===== src/sv/wom_pkg.sv =====
// Package for the wavetable oscillator mixer: widths, function codes,
// queue entry type and the default parameter values. No dependencies.
`default_nettype none
package wom_pkg;
	localparam int NUM_OSC_DEF = 8;
	localparam int TABLE_LEN_DEF = 1024;
	localparam int RATE_HZ_DEF = 48000;
	localparam int PHASE_FRAC_BITS_DEF = 16;
	localparam int NUM_TABLES = 9;
	localparam int OUT_W = 20;

	typedef enum logic [1:0] {
		FUNC_LOAD = 2'd0,
		FUNC_SET  = 2'd1,
		FUNC_TICK = 2'd2,
		FUNC_NONE = 2'd3
	} func_t;

	// One classified item as it travels from front to back
	typedef struct packed {
		func_t       func;
		logic [3:0]  waveform;
		logic [9:0]  table_index;
		logic [15:0] table_value;
		logic [2:0]  osc_index;
		logic [23:0] freq_hz;
		logic [15:0] amp;
		logic [15:0] pan_left;
		logic [15:0] pan_right;
	} cmd_t;

	typedef enum logic [2:0] {
		ST_IDLE,
		ST_DIV,
		ST_RD,
		ST_MUL1,
		ST_MUL2,
		ST_ACC,
		ST_OUT
	} state_t;
endpackage
`default_nettype wire


===== src/sv/wom_front.sv =====
// Front part: accepts items, drops those with no effect and queues the
// rest for the back part. Depends on wom_pkg.
`default_nettype none
module wom_front #(
	parameter int DEPTH = 4
) (
	input  wire logic           clk,
	input  wire logic           arst_n,
	input  wire logic           push,
	output logic                full,
	input  wire wom_pkg::cmd_t  cmd,
	output logic                q_valid,
	output wom_pkg::cmd_t       q_cmd,
	input  wire logic           q_take
);
	import wom_pkg::*;
	localparam int AW = $clog2(DEPTH);

	cmd_t          slot_q [DEPTH];
	logic [AW-1:0] wr_q, rd_q;
	logic [AW:0]   cnt_q;
	logic          keep, acc;

	// Classify: unused function code is dropped here
	assign keep = cmd.func != FUNC_NONE;
	assign full = cnt_q == (AW+1)'(DEPTH);
	assign acc = push && !full;
	assign q_valid = cnt_q != '0;
	assign q_cmd = slot_q[rd_q];

	// Hold queued items
	always_ff @(posedge clk) begin
		if (acc && keep) slot_q[wr_q] <= cmd;
	end

	// Advance pointers and count
	always_ff @(posedge clk or negedge arst_n) begin
		if (!arst_n) begin
			wr_q <= '0;
			rd_q <= '0;
			cnt_q <= '0;
		end else begin
			if (acc && keep) wr_q <= (wr_q == AW'(DEPTH-1)) ? '0 : wr_q + 1'b1;
			if (q_take && q_valid) rd_q <= (rd_q == AW'(DEPTH-1)) ? '0 : rd_q + 1'b1;
			cnt_q <= cnt_q + (AW+1)'(acc && keep) - (AW+1)'(q_take && q_valid);
		end
	end
endmodule
`default_nettype wire


===== config.mk =====
export PLATFORM = sky130hd
export DESIGN_NAME = wom_front
export DESIGN_NICKNAME = d
export VERILOG_FILES = /design/src/sv/wom_pkg.sv /design/src/sv/wom_front.sv
export SDC_FILE = /design/constraint.sdc
export NUM_CORES = 1
export LEC_CHECK = 0
export BUFFER_PORTS_ARGS = -buffer_cell sky130_fd_sc_hd__clkbuf_2
export CAP_MARGIN = 10
export CORE_ASPECT_RATIO = 2
export CORE_MARGIN = 8
export CORE_UTILIZATION = 50
export DETAILED_ROUTE_END_ITERATION = 10
export GPL_ROUTABILITY_DRIVEN = 0
export PLACE_DENSITY_LB_ADDON = 0.25
export SLEW_MARGIN = 30
export SYNTH_ARGS = -nofsm -noshare
export SYNTH_HDL_FRONTEND = slang
export SYNTH_SLANG_ARGS = --single-unit

===== constraint.sdc =====
create_clock -name clk -period 3.8 [get_ports clk]
set_input_delay 0.19 -clock clk [delete_from_list [all_inputs] [get_ports clk]]
set_output_delay 0.19 -clock clk [all_outputs]
set_load 0.1 [all_outputs]

* Word-level counts from Yosys, hierarchy flattened *
Memory sizes are Yosys's and may differ from the RTL's.
Index checks and enable logic that the tools add are counted.

storage, ports and cells
  register bits = 7
  RAM bits = 428
  input port bits = 111
  logic and storage cells = 21
  memories kept = 1

cells by class
  add/subtract/negate cells = 4
  equality and inequality tests = 4
  multiplexer cells = 4
  reduce and logical (&&, ||, !) cells = 5

memory list
  name    depth  width  rd ports  clocked after memory_dff  wr ports  line             RTL
  slot_q  4      107    1         0                         1         wom_front.sv:19  cmd_t slot_q [DEPTH];

operators by type and width
  operator                                                       number
  2-bit by 1-bit adder with 2-bit output, second input constant  2
  2-bit == test, second input constant                           2
  2-bit 2-to-1 mux                                               2
  3-bit by 1-bit adder with 3-bit output                         1
  3-bit == test, second input constant                           1
  1-bit logical AND                                              3
  3-bit nonzero test                                             1
  3-bit by 1-bit subtractor with 3-bit output                    1
  1-bit 2-to-1 mux                                               2
  2-bit != test, second input constant                           1
  1-bit zero test                                                1

* Depth between registers and ports, before layout *
  depth after elaboration = 6
  depth in mapped cells = 10
  gate-level depth less buffers = 10

* Least setup slack after synthesis *
No wires, ideal clock.

  path kind = reg2reg
  start = register cnt_q[1]
  end = memory slot_q[0][0] (netlist bit) (enable)
  setup time = 0.734 ns
  data arrival time = 4.445 ns
  data required time = 3.066 ns
  path slack = -1.379 ns
  cell stages (with the launch flop) = 4
  buffers on the path = 0
  clock period less this slack = 5.179 ns
  cells stage by stage = dfrtp_1 nor3b_1 a211oi_2 and2_1

on the way
  cells in the longest elaborated chain, start to end = 6

RTL lines
  item                                    line             RTL
  start, declared                         wom_front.sv:21  logic [AW:0] cnt_q;
  start signal, assigned                  wom_front.sv:45  cnt_q <= cnt_q + (AW+1)'(acc && keep) - (AW+1)'(q_take && q_valid);
  3-bit == test                           wom_front.sv:26  assign full = cnt_q == (AW+1)'(DEPTH);
  via full                                wom_front.sv:10  output logic full,
  1-bit zero test                         wom_front.sv:27  assign acc = push && !full;
  1-bit logical AND                       wom_front.sv:27
  1-bit logical AND                       wom_front.sv:33  if (acc && keep) slot_q[wr_q] <= cmd;
  1-bit 2-to-1 mux                        wom_front.sv:33
  1-bit 2-to-1 mux (implied by the code)  wom_front.sv:33
  end, declared                           wom_front.sv:19

The timed path passes the listed nets, and every way through them passes these cells.

==> flow_metrics.tcl <==
set metrics [dict create \
    cts_tree "done" \
    min-delay-path-class "input pin to flop" \
    synthesis.instances 598 \
    area.growth.synth_to_final_pct 24.8 \
    status "completed" \
    timing.critical_path.fanout_max 52 \
    synthesis.nets 717 \
    clock_sinks 435 \
    postSynth.asyncResetShare 0.0161 \
    dp_hpwl_um 21800 \
    final_max_slew_viol_count 0 \
    synthTopCellsByCount "428 x sky130_fd_sc_hd__edfxtp_1, 107 x sky130_fd_sc_hd__mux4_2, 8 x sky130_fd_sc_hd__buf_2, 8 x sky130_fd_sc_hd__buf_4, 8 x sky130_fd_sc_hd__inv_1" \
    nature_of_the_critical_path_startpoint "flop" \
    timing.critical_path.slowest_cell_delay_ps 960 \
    timing.rr.end "slot_q[1][106]$_DFFE_PP_" \
    slew_headroom 0.462 \
    cts_max_path_buffers 3 \
    first_pass_grt_wire_length_um 50600 \
    global_route.usage.total 0.180 \
    post_route_cells_drive_above_1_share 0.409 \
    core-area_mm2 0.0314 \
    detail_route.wirelength.met1_um 11300 \
    r2r.worst_path.cells 4 \
    routed-wl-met2_um 19800 \
    synth_cell_area_mm2 0.0159 \
    cts-buffers-inserted 36 \
    yosys_warnings 0 \
    maximum_clock_rate_mhz 343 \
    ys_ff_latch 435 \
    whs_endpoint "rd_q[0]$_DFFE_PN0P_" \
    fin_hold_ws_ps 37.4 \
    dieWidth_um 142 \
    final_nets 1071 \
    reg2reg_from "cnt_q[2]$_DFF_PN0_" \
    synthMostInstantiatedCell "sky130_fd_sc_hd__edfxtp_1" \
    dr.pass1.iters 4 \
    total_of_max_cap_violations 0 \
    post-route-period-util 0.767 \
    buffer_ports.inserted 219 \
    synth.area.mux_share 0.155 \
    setup.worst_path.class "flop to output pin" \
    timing.final.ws_setup_ps 884 \
    share_of_synthesized_cell_area_in_and_or_nand_and_nor_gates 0.00316 \
    synth_compound_area_frac 0.000789 \
    period_minus_slack_ps 2920 \
    fp.dieArea_mm2 0.0380 \
    worstPathArrival_ps 2730 \
    num_rows 92 \
    die_height_um 268 \
    num_io_pins 220 \
    wp_buf_inv 2 \
    antenna_left 0 \
    flop2flop_setup_slack_ps 1180 \
    grt_remaining_overflow 0 \
    cts_root_buffer "sky130_fd_sc_hd__clkbuf_16" \
    timing_hold_violations_final 0 \
    synthDominantCellAreaShare 0.810 \
    xor_xnor_share_of_the_synthesized_area 0.00110 \
    placed_cells_incl_taps 1229 \
    drtIter0Drc 473 \
    totalNegativeSetupSlack_ps 0 \
    post_detailed_route_wirelength_per_cell_um 24.0 \
    start_util 0.505 \
    number_of_flops_mapped_to_enable_cells_by_yosys 428 \
    sequential_element_share_of_the_synthesized_area 0.821 \
    worst_path_max_delay_cell "sky130_fd_sc_hd__dfrtp_4" \
    worstHoldPathCells 3 \
    detail_route.vias_per_cell 5.32 \
    cell_chain_of_the_critical_path "buf_4, mux4_2, clkbuf_2" \
    highest_layer "met5" \
    synth_top_cell_by_area "sky130_fd_sc_hd__edfxtp_1" \
    fill_cells 2103 \
    antenna_violations_before_repair 1 \
    clk_latency_ps 520 \
    drc 0 \
    cts.htree.levels 2 \
    largest_family_of_logic_cells_by_synthesized_area "multiplexers" \
    final_setup_violation_count 0 \
    grt_setup_unrepaired "false" \
    crit_required_ps 3610 \
    post_synth.cell_area_avg_um2 26.5 \
    most_frequently_used_flop_master_after_synthesis "sky130_fd_sc_hd__edfxtp_1" \
    pin_count_of_the_biggest_net_entering_global_routing 71 \
    synth.top_cells.by_area "sky130_fd_sc_hd__edfxtp_1 81%, sky130_fd_sc_hd__mux4_2 15%, sky130_fd_sc_hd__dfrtp_1 1.1%" \
    routed_wirelength_um 33700 \
    number_of_inserted_diodes 0 \
    vias_after_detailed_routing 7463 \
    post-place-ws_ps 1130 \
    clk_pin_slew_ps 70 \
    length_of_routed_met3_wiring_um 1660 \
    instances_no_fill 1403 \
    synth-adder-area-share 0.00678 \
    grt_pass1_vias 8607 \
    final_clock_skew_ps 18.0 \
    post_synth_num_cell_types 19 \
    critical_path.endpoint_type "output pin" \
    hp-start "q_take" \
    timing_worst_slew_pin_value_ps 807 \
    critPathTopFamily "flip-flops" \
]
==> layer usage <==
metal,GRT usage,vias to the layer above
li1,-,3289
met1,0.179,3903
met2,0.355,211
met3,0.0384,58
met4,0.0631,2
met5,0,-
==> area by class of cell <==
type | count | area, µm² | area share
multi-input cells | 131 | 2660 | 0.134
well taps | 423 | 529 | 0.0267
inverters | 8 | 30.0 | 0.00152
clock buffers | 46 | 960 | 0.0485
repair buffers | 340 | 2360 | 0.119
flip-flops and latches | 435 | 13000 | 0.658
clock inverters | 20 | 224 | 0.0113
==> cells in the final DEF, fill, tap and decap left out, types with 2 or more instances in the layout <==
cell                              n
sky130_fd_sc_hd__buf_12           7
sky130_fd_sc_hd__clkbuf_2       219
sky130_fd_sc_hd__and2_4           4
sky130_fd_sc_hd__clkbuf_16       37
sky130_fd_sc_hd__xnor2_1          2
sky130_fd_sc_hd__mux4_2         107
sky130_fd_sc_hd__dfrtp_4          2
sky130_fd_sc_hd__dlygate4sd3_1  108
sky130_fd_sc_hd__edfxtp_1       428
sky130_fd_sc_hd__inv_6            2
sky130_fd_sc_hd__clkinv_2         6
sky130_fd_sc_hd__clkbuf_1         9
sky130_fd_sc_hd__mux2_2           4
sky130_fd_sc_hd__ha_1             7
sky130_fd_sc_hd__dfrtp_1          5
sky130_fd_sc_hd__bufinv_16        5
sky130_fd_sc_hd__inv_1            8
sky130_fd_sc_hd__clkinv_1         7
sky130_fd_sc_hd__buf_4            6
sky130_fd_sc_hd__nor2_1           2
==> stage by stage <==
step	util	instance area (µm²)
2_1_floorplan	-	15900
3_3_place_gp	0.558	17500
3_5_place_dp	0.558	17500
4_1_cts	0.630	19800
5_1_grt	0.630	19800
6_report	0.630	19800
==> registers in the layout, summed over array words and instances, names as in the netlist <==
register	flops
cnt_q	3
rd_q	2
wr_q	2
slot_q	428
==> what timing repair did <==
action / in CTS / in global routing
endpoints found under the hold margin: 435 / 0
buffers inserted: 0 / 0
resized for setup: 0 / 0
hold buffers: 108 / 0
==> worst reg2reg max path, cell delays in order, from the launching register on <==
cell and delay [ps]:
sky130_fd_sc_hd__dfrtp_1 410, sky130_fd_sc_hd__nor3b_2 180, sky130_fd_sc_hd__a211oi_2 480, sky130_fd_sc_hd__and2_4 730
sky130_fd_sc_hd__buf_4 460
==> logic make-up after synthesis <==
kind of cell | Yosys count
DFF | 435
muxes | 111
buffers and inverters | 32
and+or+nand+nor | 9
adders and majority gates | 8
xor gates and xnor gates | 2
AOI/OAI and AO/OA | 1
==> worst max path at each step <==
stage	start	to	slack (ps)	cells past startpoint
2_1_floorplan	cnt_q[1]$_DFF_PN0_	slot_q[0][0]$_DFFE_PP_	540	3
3_3_place_gp	cnt_q[2]$_DFF_PN0_	slot_q[1][87]$_DFFE_PP_	1330	4
3_5_place_dp	cnt_q[2]$_DFF_PN0_	slot_q[1][80]$_DFFE_PP_	1130	4
4_1_cts	rd_q[1]$_DFFE_PN0P_	q_cmd[27]	790	3
5_1_grt	rd_q[0]$_DFFE_PN0P_	q_cmd[89]	760	3
6_report	rd_q[1]$_DFFE_PN0P_	q_cmd[27]	880	3
Power is left out: the tool's default activity adds up to more than one toggle a clock period on the data nets, which glitch-free logic cannot reach.
